`src/rtl/core/two_square_bigram_cipher_top_macros.svh`:
```
// Assertion macros for the two-square bigram cipher block.
// Used by two_square_bigram_cipher_top.sv; expects a clock named clk and reset rst.
`ifndef TWO_SQUARE_BIGRAM_CIPHER_TOP_MACROS_SVH
`define TWO_SQUARE_BIGRAM_CIPHER_TOP_MACROS_SVH

// Same-cycle implication, checked outside reset.
`define TSBC_ASSERT_NOW(label, ante, cons, msg) \
  label: assert property (@(posedge clk) disable iff (rst) (ante) |-> (cons)) else $error(msg);

// Next-cycle implication, checked outside reset.
`define TSBC_ASSERT_NEXT(label, ante, cons, msg) \
  label: assert property (@(posedge clk) disable iff (rst) (ante) |=> (cons)) else $error(msg);

`endif

```
`src/rtl/core/tsbc_pkg.sv`:
```
// Package for the two-square bigram cipher: request/result structs, lookup hit
// struct, cipher constants and the case-folding function. No dependencies.
package tsbc_pkg;

  localparam int unsigned LOC_W = 3;

  localparam logic [7:0] FOLD_ABOVE  = 8'd223;
  localparam logic [7:0] FOLD_DROP   = 8'd32;
  localparam logic [7:0] YO_LOWER    = 8'd184;
  localparam logic [7:0] YO_UPPER    = 8'd168;
  localparam logic [7:0] FILLER_BYTE = 8'd218;

  localparam logic [2:0] ADDR_DECRYPT = 3'd0;

  localparam logic FUNC_BIGRAM    = 1'b0;
  localparam logic FUNC_KEY_WRITE = 1'b1;

  typedef enum logic [1:0] {
    ST_IDLE,
    ST_LOOKUP,
    ST_RESULT
  } tsbc_state_t;

  typedef struct packed {
    logic       func;
    logic [7:0] first_byte;
    logic [7:0] second_byte;
    logic       square_select;
    logic [5:0] entry_index;
    logic [7:0] entry_value;
  } tsbc_in_t;

  typedef struct packed {
    logic [7:0] out_first;
    logic [7:0] out_second;
    logic       passed_through;
  } tsbc_out_t;

  typedef struct packed {
    logic             found;
    logic [LOC_W-1:0] row;
    logic [LOC_W-1:0] col;
  } tsbc_hit_t;

  function automatic logic [7:0] fold_upper(input logic [7:0] b);
    logic [7:0] f;
    if (b > FOLD_ABOVE) begin
      f = b - FOLD_DROP;
    end else if (b == YO_LOWER) begin
      f = YO_UPPER;
    end else begin
      f = b;
    end
    return f;
  endfunction

endpackage

```
`src/rtl/core/tsbc_lane.sv`:
```
// One key square cell: holds its byte and compares it with the search key.
// Depends on nothing outside this file.
module tsbc_lane (
  input  logic       clk,
  input  logic       rst,
  input  logic       wr_en,
  input  logic [7:0] wr_data,
  input  logic [7:0] key,
  output logic       match
);

  logic [7:0] entry;

  always_ff @(posedge clk) begin
    if (rst) begin
      entry <= '0;
    end else if (wr_en) begin
      entry <= wr_data;
    end
  end

  assign match = (entry == key);

endmodule

```
`src/rtl/core/tsbc_merge.sv`:
```
// Merges the match flags of all cells of one square into the first hit,
// scanning row-major. Depends on tsbc_pkg.
module tsbc_merge #(
  parameter int unsigned SQUARE_SIDE = 6
) (
  input  logic [SQUARE_SIDE*SQUARE_SIDE-1:0] match,
  output tsbc_pkg::tsbc_hit_t                hit
);

  logic [SQUARE_SIDE-1:0]        row_hit;
  logic [tsbc_pkg::LOC_W-1:0]    row_col [SQUARE_SIDE];

  // First column within each row; rows are independent of each other.
  always_comb begin
    for (int r = 0; r < SQUARE_SIDE; r++) begin
      row_hit[r] = |match[r*SQUARE_SIDE +: SQUARE_SIDE];
      row_col[r] = '0;
      for (int c = SQUARE_SIDE - 1; c >= 0; c--) begin
        if (match[r*SQUARE_SIDE + c]) begin
          row_col[r] = tsbc_pkg::LOC_W'(c);
        end
      end
    end
  end

  always_comb begin
    hit.found = |row_hit;
    hit.row   = '0;
    hit.col   = '0;
    for (int r = SQUARE_SIDE - 1; r >= 0; r--) begin
      if (row_hit[r]) begin
        hit.row = tsbc_pkg::LOC_W'(r);
        hit.col = row_col[r];
      end
    end
  end

endmodule

```
`src/rtl/core/tsbc_sqmem.sv`:
```
// Read copy of one key square, used to fetch the output bytes.
// Valid bits make unwritten entries read as zero after reset. No dependencies.
module tsbc_sqmem #(
  parameter int unsigned CELLS = 36
) (
  input  logic                     clk,
  input  logic                     rst,
  input  logic                     wr_en,
  input  logic [$clog2(CELLS)-1:0] wr_addr,
  input  logic [7:0]               wr_data,
  input  logic                     rd_en,
  input  logic [$clog2(CELLS)-1:0] rd_addr,
  output logic [7:0]               rd_data
);

  logic [7:0]       mem [CELLS];
  logic [CELLS-1:0] valid;

  always_ff @(posedge clk) begin
    if (wr_en) begin
      mem[wr_addr] <= wr_data;
    end
  end

  always_ff @(posedge clk) begin
    if (rst) begin
      valid <= '0;
    end else if (wr_en) begin
      valid[wr_addr] <= 1'b1;
    end
  end

  always_ff @(posedge clk) begin
    if (rd_en) begin
      rd_data <= valid[rd_addr] ? mem[rd_addr] : 8'd0;
    end
  end

endmodule

```
`src/rtl/core/two_square_bigram_cipher_top.sv`:
```
// Top level of the two-square bigram cipher: lanes, merge, square memories, control.
// Depends on tsbc_pkg, tsbc_lane, tsbc_merge, tsbc_sqmem and the macros header.
//
//  channel   signals                               direction
//  in        in_valid, in_stall, in_data           request in
//  out       out_valid, out_stall, out_data        result out
//  config    psel, penable, pwrite, paddr, pwdata,  register access
//            prdata, pready
//
// A key write gives no result; the next request may follow at once.
// A bigram goes through capture, parallel lookup in all cells, output byte read
// from the square memories; then the result waits until it is taken.
// Requests are stalled from the capture of a bigram until its result is taken.
// Reset is synchronous; all key cells read as zero after it, with no clearing pass.
`include "two_square_bigram_cipher_top_macros.svh"

module two_square_bigram_cipher_top #(
  parameter int unsigned SQUARE_SIDE = 6
) (
  input  logic                clk,
  input  logic                rst,
  input  logic                in_valid,
  output logic                in_stall,
  input  tsbc_pkg::tsbc_in_t  in_data,
  output logic                out_valid,
  input  logic                out_stall,
  output tsbc_pkg::tsbc_out_t out_data,
  input  logic                psel,
  input  logic                penable,
  input  logic                pwrite,
  input  logic [2:0]          paddr,
  input  logic [31:0]         pwdata,
  output logic [31:0]         prdata,
  output logic                pready
);

  localparam int unsigned CELLS = SQUARE_SIDE * SQUARE_SIDE;
  localparam int unsigned CW    = $clog2(CELLS);
  localparam int unsigned LW    = tsbc_pkg::LOC_W;
  localparam logic [LW-1:0] LAST_ROW = LW'(SQUARE_SIDE - 1);

  tsbc_pkg::tsbc_state_t state, state_next;

  logic       decrypt_mode;
  logic [7:0] bigram_first;
  logic [7:0] bigram_second;
  logic       passed;

  logic       in_accept, out_accept, key_write, bigram_accept;
  logic       lookup_en;
  logic       idx_ok;
  logic [7:0] second_eff;
  logic [7:0] key1, key2;

  logic [CELLS-1:0] match1, match2;
  tsbc_pkg::tsbc_hit_t hit1, hit2;

  logic [LW-1:0] row1, row2;
  logic [5:0]    addr1_full, addr2_full;
  logic [7:0]    rd1, rd2;

  // Configuration port
  assign pready = 1'b1;

  always_ff @(posedge clk) begin
    if (rst) begin
      decrypt_mode <= 1'b0;
    end else if (psel && penable && pwrite && (paddr == tsbc_pkg::ADDR_DECRYPT)) begin
      decrypt_mode <= pwdata[0];
    end
  end

  assign prdata = (paddr == tsbc_pkg::ADDR_DECRYPT) ? {31'd0, decrypt_mode} : 32'd0;

  // Handshakes
  assign in_accept     = in_valid && !in_stall;
  assign out_accept    = out_valid && !out_stall;
  assign key_write     = in_accept && (in_data.func == tsbc_pkg::FUNC_KEY_WRITE);
  assign bigram_accept = in_accept && (in_data.func == tsbc_pkg::FUNC_BIGRAM);
  assign idx_ok        = (7'(in_data.entry_index) < 7'(CELLS));

  // Control
  always_ff @(posedge clk) begin
    if (rst) begin
      state <= tsbc_pkg::ST_IDLE;
    end else begin
      state <= state_next;
    end
  end

  always_comb begin
    state_next = state;
    unique case (state)
      tsbc_pkg::ST_IDLE:   if (bigram_accept) state_next = tsbc_pkg::ST_LOOKUP;
      tsbc_pkg::ST_LOOKUP: state_next = tsbc_pkg::ST_RESULT;
      tsbc_pkg::ST_RESULT: if (out_accept) state_next = tsbc_pkg::ST_IDLE;
      default:             state_next = tsbc_pkg::ST_IDLE;
    endcase
  end

  always_comb begin
    in_stall  = 1'b1;
    out_valid = 1'b0;
    lookup_en = 1'b0;
    unique case (state)
      tsbc_pkg::ST_IDLE:   in_stall  = 1'b0;
      tsbc_pkg::ST_LOOKUP: lookup_en = 1'b1;
      tsbc_pkg::ST_RESULT: out_valid = 1'b1;
      default:             in_stall  = 1'b1;
    endcase
  end

  // Capture; when encrypting, a doubled letter has its second byte replaced by the filler.
  assign second_eff = (!decrypt_mode && (in_data.first_byte == in_data.second_byte))
                      ? tsbc_pkg::FILLER_BYTE : in_data.second_byte;

  always_ff @(posedge clk) begin
    if (bigram_accept) begin
      bigram_first  <= in_data.first_byte;
      bigram_second <= second_eff;
    end
  end

  assign key1 = tsbc_pkg::fold_upper(bigram_first);
  assign key2 = tsbc_pkg::fold_upper(bigram_second);

  // One lane per cell of each square
  for (genvar k = 0; k < CELLS; k++) begin : g_cell
    tsbc_lane u_lane1 (
      .clk     (clk),
      .rst     (rst),
      .wr_en   (key_write && !in_data.square_select && (in_data.entry_index == 6'(k))),
      .wr_data (in_data.entry_value),
      .key     (key1),
      .match   (match1[k])
    );
    tsbc_lane u_lane2 (
      .clk     (clk),
      .rst     (rst),
      .wr_en   (key_write && in_data.square_select && (in_data.entry_index == 6'(k))),
      .wr_data (in_data.entry_value),
      .key     (key2),
      .match   (match2[k])
    );
  end

  tsbc_merge #(.SQUARE_SIDE(SQUARE_SIDE)) u_merge1 (.match(match1), .hit(hit1));
  tsbc_merge #(.SQUARE_SIDE(SQUARE_SIDE)) u_merge2 (.match(match2), .hit(hit2));

  // Same column with differing bytes: both rows move one place, wrapping.
  always_comb begin
    row1 = hit1.row;
    row2 = hit2.row;
    if ((hit1.col == hit2.col) && (bigram_first != bigram_second)) begin
      if (!decrypt_mode) begin
        row1 = (hit1.row == LAST_ROW) ? '0 : hit1.row + 1'b1;
        row2 = (hit2.row == LAST_ROW) ? '0 : hit2.row + 1'b1;
      end else begin
        row1 = (hit1.row == '0) ? LAST_ROW : hit1.row - 1'b1;
        row2 = (hit2.row == '0) ? LAST_ROW : hit2.row - 1'b1;
      end
    end
  end

  assign addr1_full = 6'(row1) * 6'(SQUARE_SIDE) + 6'(hit2.col);
  assign addr2_full = 6'(row2) * 6'(SQUARE_SIDE) + 6'(hit1.col);

  tsbc_sqmem #(.CELLS(CELLS)) u_mem1 (
    .clk     (clk),
    .rst     (rst),
    .wr_en   (key_write && !in_data.square_select && idx_ok),
    .wr_addr (in_data.entry_index[CW-1:0]),
    .wr_data (in_data.entry_value),
    .rd_en   (lookup_en),
    .rd_addr (addr1_full[CW-1:0]),
    .rd_data (rd1)
  );

  tsbc_sqmem #(.CELLS(CELLS)) u_mem2 (
    .clk     (clk),
    .rst     (rst),
    .wr_en   (key_write && in_data.square_select && idx_ok),
    .wr_addr (in_data.entry_index[CW-1:0]),
    .wr_data (in_data.entry_value),
    .rd_en   (lookup_en),
    .rd_addr (addr2_full[CW-1:0]),
    .rd_data (rd2)
  );

  always_ff @(posedge clk) begin
    if (lookup_en) begin
      passed <= !(hit1.found && hit2.found);
    end
  end

  assign out_data.out_first      = passed ? bigram_first  : rd1;
  assign out_data.out_second     = passed ? bigram_second : rd2;
  assign out_data.passed_through = passed;

  // Assertions
  `TSBC_ASSERT_NOW(a_result_blocks_requests, out_valid, in_stall,
                   "request taken while a result is pending")
  `TSBC_ASSERT_NEXT(a_bigram_starts_lookup, bigram_accept, lookup_en && !out_valid,
                    "bigram did not enter the lookup cycle")
  `TSBC_ASSERT_NEXT(a_lookup_gives_result, lookup_en, out_valid,
                    "lookup was not followed by a result")
  `TSBC_ASSERT_NEXT(a_key_write_no_result, key_write && !out_valid, !out_valid,
                    "key write produced a result")

endmodule

```
`config.mk`:
```
export PLATFORM = sky130hd
export DESIGN_NAME = two_square_bigram_cipher_top
export DESIGN_NICKNAME = d
export VERILOG_FILES = /design/src/rtl/core/tsbc_pkg.sv /design/src/rtl/core/tsbc_lane.sv /design/src/rtl/core/tsbc_merge.sv /design/src/rtl/core/tsbc_sqmem.sv /design/src/rtl/core/two_square_bigram_cipher_top.sv
export VERILOG_INCLUDE_DIRS = /design/src /design/src/rtl/core
export SDC_FILE = /design/constraint.sdc
export NUM_CORES = 2
export LEC_CHECK = 0
export BUFFER_PORTS_ARGS = -buffer_cell sky130_fd_sc_hd__buf_2
export CAP_MARGIN = 20
export CORE_UTILIZATION = 68
export DETAILED_ROUTE_END_ITERATION = 8
export HOLD_SLACK_MARGIN = 0.1
export PLACE_DENSITY = 0.83
export SYNTH_ARGS = -nofsm -noshare
export SYNTH_HDL_FRONTEND = slang
export SYNTH_SLANG_ARGS = --single-unit
```
`constraint.sdc`:
```
create_clock -name clk -period 16.7 [get_ports clk]
set_input_delay 0.835 -clock clk [delete_from_list [all_inputs] [get_ports clk]]
set_output_delay 0.835 -clock clk [all_outputs]
set_load 0.005 [all_outputs]
```
==> flow_summary.json <==
{
  "outcome": "finished clean",
  "area_growth_pct": 8.95,
  "grt_start_max_net_pins": 214,
  "cts.clk_slew.worst_paths_ps": 60,
  "yosysMostFrequentCell": "nand2_1",
  "die_width_um": 293,
  "worst_path_max_delay_cell": "nand2_1",
  "routed_wl_um": 168000,
  "synth_compound_area_share_pct": 12.9,
  "hold_depth": 1,
  "worstSetupStartpointType": "register",
  "reg2reg_depth": 28,
  "clockBufferDepth": 3,
  "async_flop_share_pct": 0,
  "dr.pass1.iters": 8,
  "core_um2": 83800,
  "cts_buffers": 121,
  "io_pins": 126,
  "cts_sinks": 1260,
  "post-route-period-util_pct": 67.6,
  "yosys.area_share.simple_pct": 15.7,
  "clkLatencyLatePin_ps": 740,
  "cts_root_buf": "clkbuf_16",
  "synth_top_flop_cell": "dfxtp_1",
  "finalCriticalPeriod_ps": 11300,
  "synth.distinct_cells": 94,
  "synthXorXnorAreaFrac_pct": 5.63,
  "stdcell_count": 6951,
  "crit_required_ps": 17240,
  "grt_usage_pct": 38.5,
  "cts_resized": 0,
  "avgViaCountPerCell": 6.63,
  "max_stage_delay_ps": 1050,
  "chipHeight_um": 293,
  "power_density_nw_per_um2": 112,
  "finalPower_mw": 7.03,
  "worstMarginPinSlew_ps": 1390,
  "final_hold_viol_count": 0,
  "totalNegativeSetupSlack_ps": 0,
  "crit_fanout": 48,
  "synth.largest_area_cell": "edfxtp_1",
  "synth-adder-area-share_pct": 0.443,
  "route.detailed.drc": 0,
  "via_count": 46100,
  "rsz0062_at_grt": "no",
  "grt_pass1_vias": 43600,
  "start_util_pct": 68.8,
  "setup_viol": 0,
  "max_cap_violations": 0,
  "drive_gt1_share_pct": 8.64,
  "ys_top_cells_by_area": "edfxtp_1 (32%), dfxtp_1 (23%), nand2_1 (8.4%), a21oi_1 (5.9%), mux4_2 (3.6%)",
  "ctsHoldBuffers": 0,
  "avgSynthCellArea_um2": 9.98,
  "ir_drop_mv": 0.106,
  "ys_warn_count": 0,
  "yosysTopAreaCellShare_pct": 31.7,
  "max_freq_mhz": 88.5,
  "synth_commonest_cells": "nand2_1 (1292), a21oi_1 (675), dfxtp_1 (651)",
  "synth-edff-count": 609,
  "worst_hold_path_type": "input pin to register",
  "grt-ovfl-total": 0,
  "synth_cells": 5773,
  "ys_seq_elements": 1260,
  "synthMuxAreaShare_pct": 7.41,
  "layout.nets": 5803,
  "dp_hpwl_um": 100000,
  "cts_tree": "built",
  "gp_congestion": 0.984,
  "fillCellCount": 5556,
  "io_buffers": 62,
  "fin_skew_ps": 58.1,
  "rows": 106,
  "crit_arrival_ps": 11830,
  "synth_area_um2": 57600,
  "htree_levels": 3,
  "die_area_um2": 85900,
  "post_cts_buffers": 0,
  "drt_iter0_drc": 6580,
  "grt_pass1_wl_um": 253000,
  "synth_top_family_by_area": "simple AND/OR/NAND/NOR gates",
  "dp_cells": 6715,
  "leakage_nw": 21.0,
  "finalMaxSlewViolations": 0,
  "slew_headroom_pct": 6.44,
  "final_antenna_net_count": 0,
  "path_class": "register to register",
  "antenna_found_initial": 6,
  "end_kind": "register",
  "yosysSeqAreaShare_pct": 54.3,
  "wl_per_cell_um": 24.2
}
==> critical path: cells and delay by family (launching register included) <==
family,cells,cell delay (ps)
flops,1,330
xor+xnor,2,640
buf+inv,4,1960
fa+ha+maj,3,1610
simple gates,10,4060
compound gates,8,1860
mux,1,590
==> cell usage in the layout (no fill, tap or decap), types with 50 or more instances in the layout <==
| cell type | Yosys | final |
|---|---|---|
| a21oi_1 | 675 | 675 |
| nand2_1 | 1292 | 1291 |
| buf_2 | 74 | 54 |
| xor2_1 | 136 | 136 |
| clkbuf_16 | 0 | 121 |
| mux2i_1 | 188 | 188 |
| buf_4 | 39 | 67 |
| xnor2_1 | 232 | 232 |
| o22ai_1 | 52 | 52 |
| dfxtp_1 | 651 | 651 |
| nor3_1 | 72 | 68 |
| nand3_1 | 62 | 62 |
| mux4_2 | 92 | 92 |
| nor2b_1 | 66 | 65 |
| nor2_1 | 343 | 336 |
| nand4_1 | 60 | 60 |
| o221ai_1 | 50 | 50 |
| o21ai_0 | 164 | 164 |
| edfxtp_1 | 609 | 609 |
| clkinv_1 | 72 | 81 |
==> flip-flops by register name, summed over array words and instances, names as in the netlist, 2 cells and up <==
name	flops
u_mem2.valid	36
u_mem1.mem	288
state	2
bigram_first	8
u_mem2.rd_data	8
g_cell.u_lane2.entry	288
u_mem1.valid	36
g_cell.u_lane1.entry	288
u_mem2.mem	288
u_mem1.rd_data	8
bigram_second	8
==> cell type report <==
| type | count | area [um2] | area share, % |
|---|---|---|---|
| Antenna cell | 4 | 10.0 | 0.0159 |
| Clock inverter | 53 | 641 | 1.02 |
| Inverter | 121 | 454 | 0.723 |
| Sequential cell | 1260 | 31300 | 49.9 |
| Clock buffer | 172 | 3450 | 5.49 |
| Tap cell | 1134 | 1420 | 2.26 |
| Timing Repair Buffer | 139 | 1030 | 1.64 |
| Multi-Input combinational cell | 4068 | 24500 | 39.0 |
==> per-stage QoR <==
stage                     worst slack, ps  util, %  hold slack [ps]  cell area (um2)
after floorplan                      9090        -              422            57700
after global placement               6150     69.9              434            58600
after detailed placement             5980     69.9              449            58600
after CTS                            5970     74.8              347            62700
after global routing                 5010     74.9              339            62800
final                                5400     74.9              343            62800
==> worst paths after layout <==
kind	from	end	slack (ps)
hold reg to reg	u_mem2.valid[33]	u_mem2.valid[33]	450
hold / removal	in_data[23]	bigram_first[0]	340
setup reg to reg	bigram_first[5]	u_mem2.rd_data[2]	5400
setup / recovery	bigram_first[5]	u_mem2.rd_data[2]	5400
==> cell families (layout without fill, tap and decap cells) <==
family,after synthesis,count (layout)
muxes,308,308
DFF,1260,1260
xor gates and xnor gates,369,369
adders and majority gates,18,18
buffers and inverters,475,485
other,2,36
AOI/OAI and AO/OA,1236,1236
and+or+nand+nor,2105,2105
==> routing by layer <==
layer	GRT usage [%]	wire length [um]	vias up
met5	0	24	-
met4	19.6	9050	4
met3	9.77	22400	652
met2	58.6	74300	3240
met1	51.4	62600	21900
li1	-	-	20200
==> power breakdown <==
group	leakage, nW	internal, mW	switching, mW
clock	1.98	1.57	1.23
sequential	10.7	3.24	0.00531
combinational	8.27	0.320	0.663
total	21.0	5.13	1.90
No activity file was read; power rests on OpenSTA's default activity.
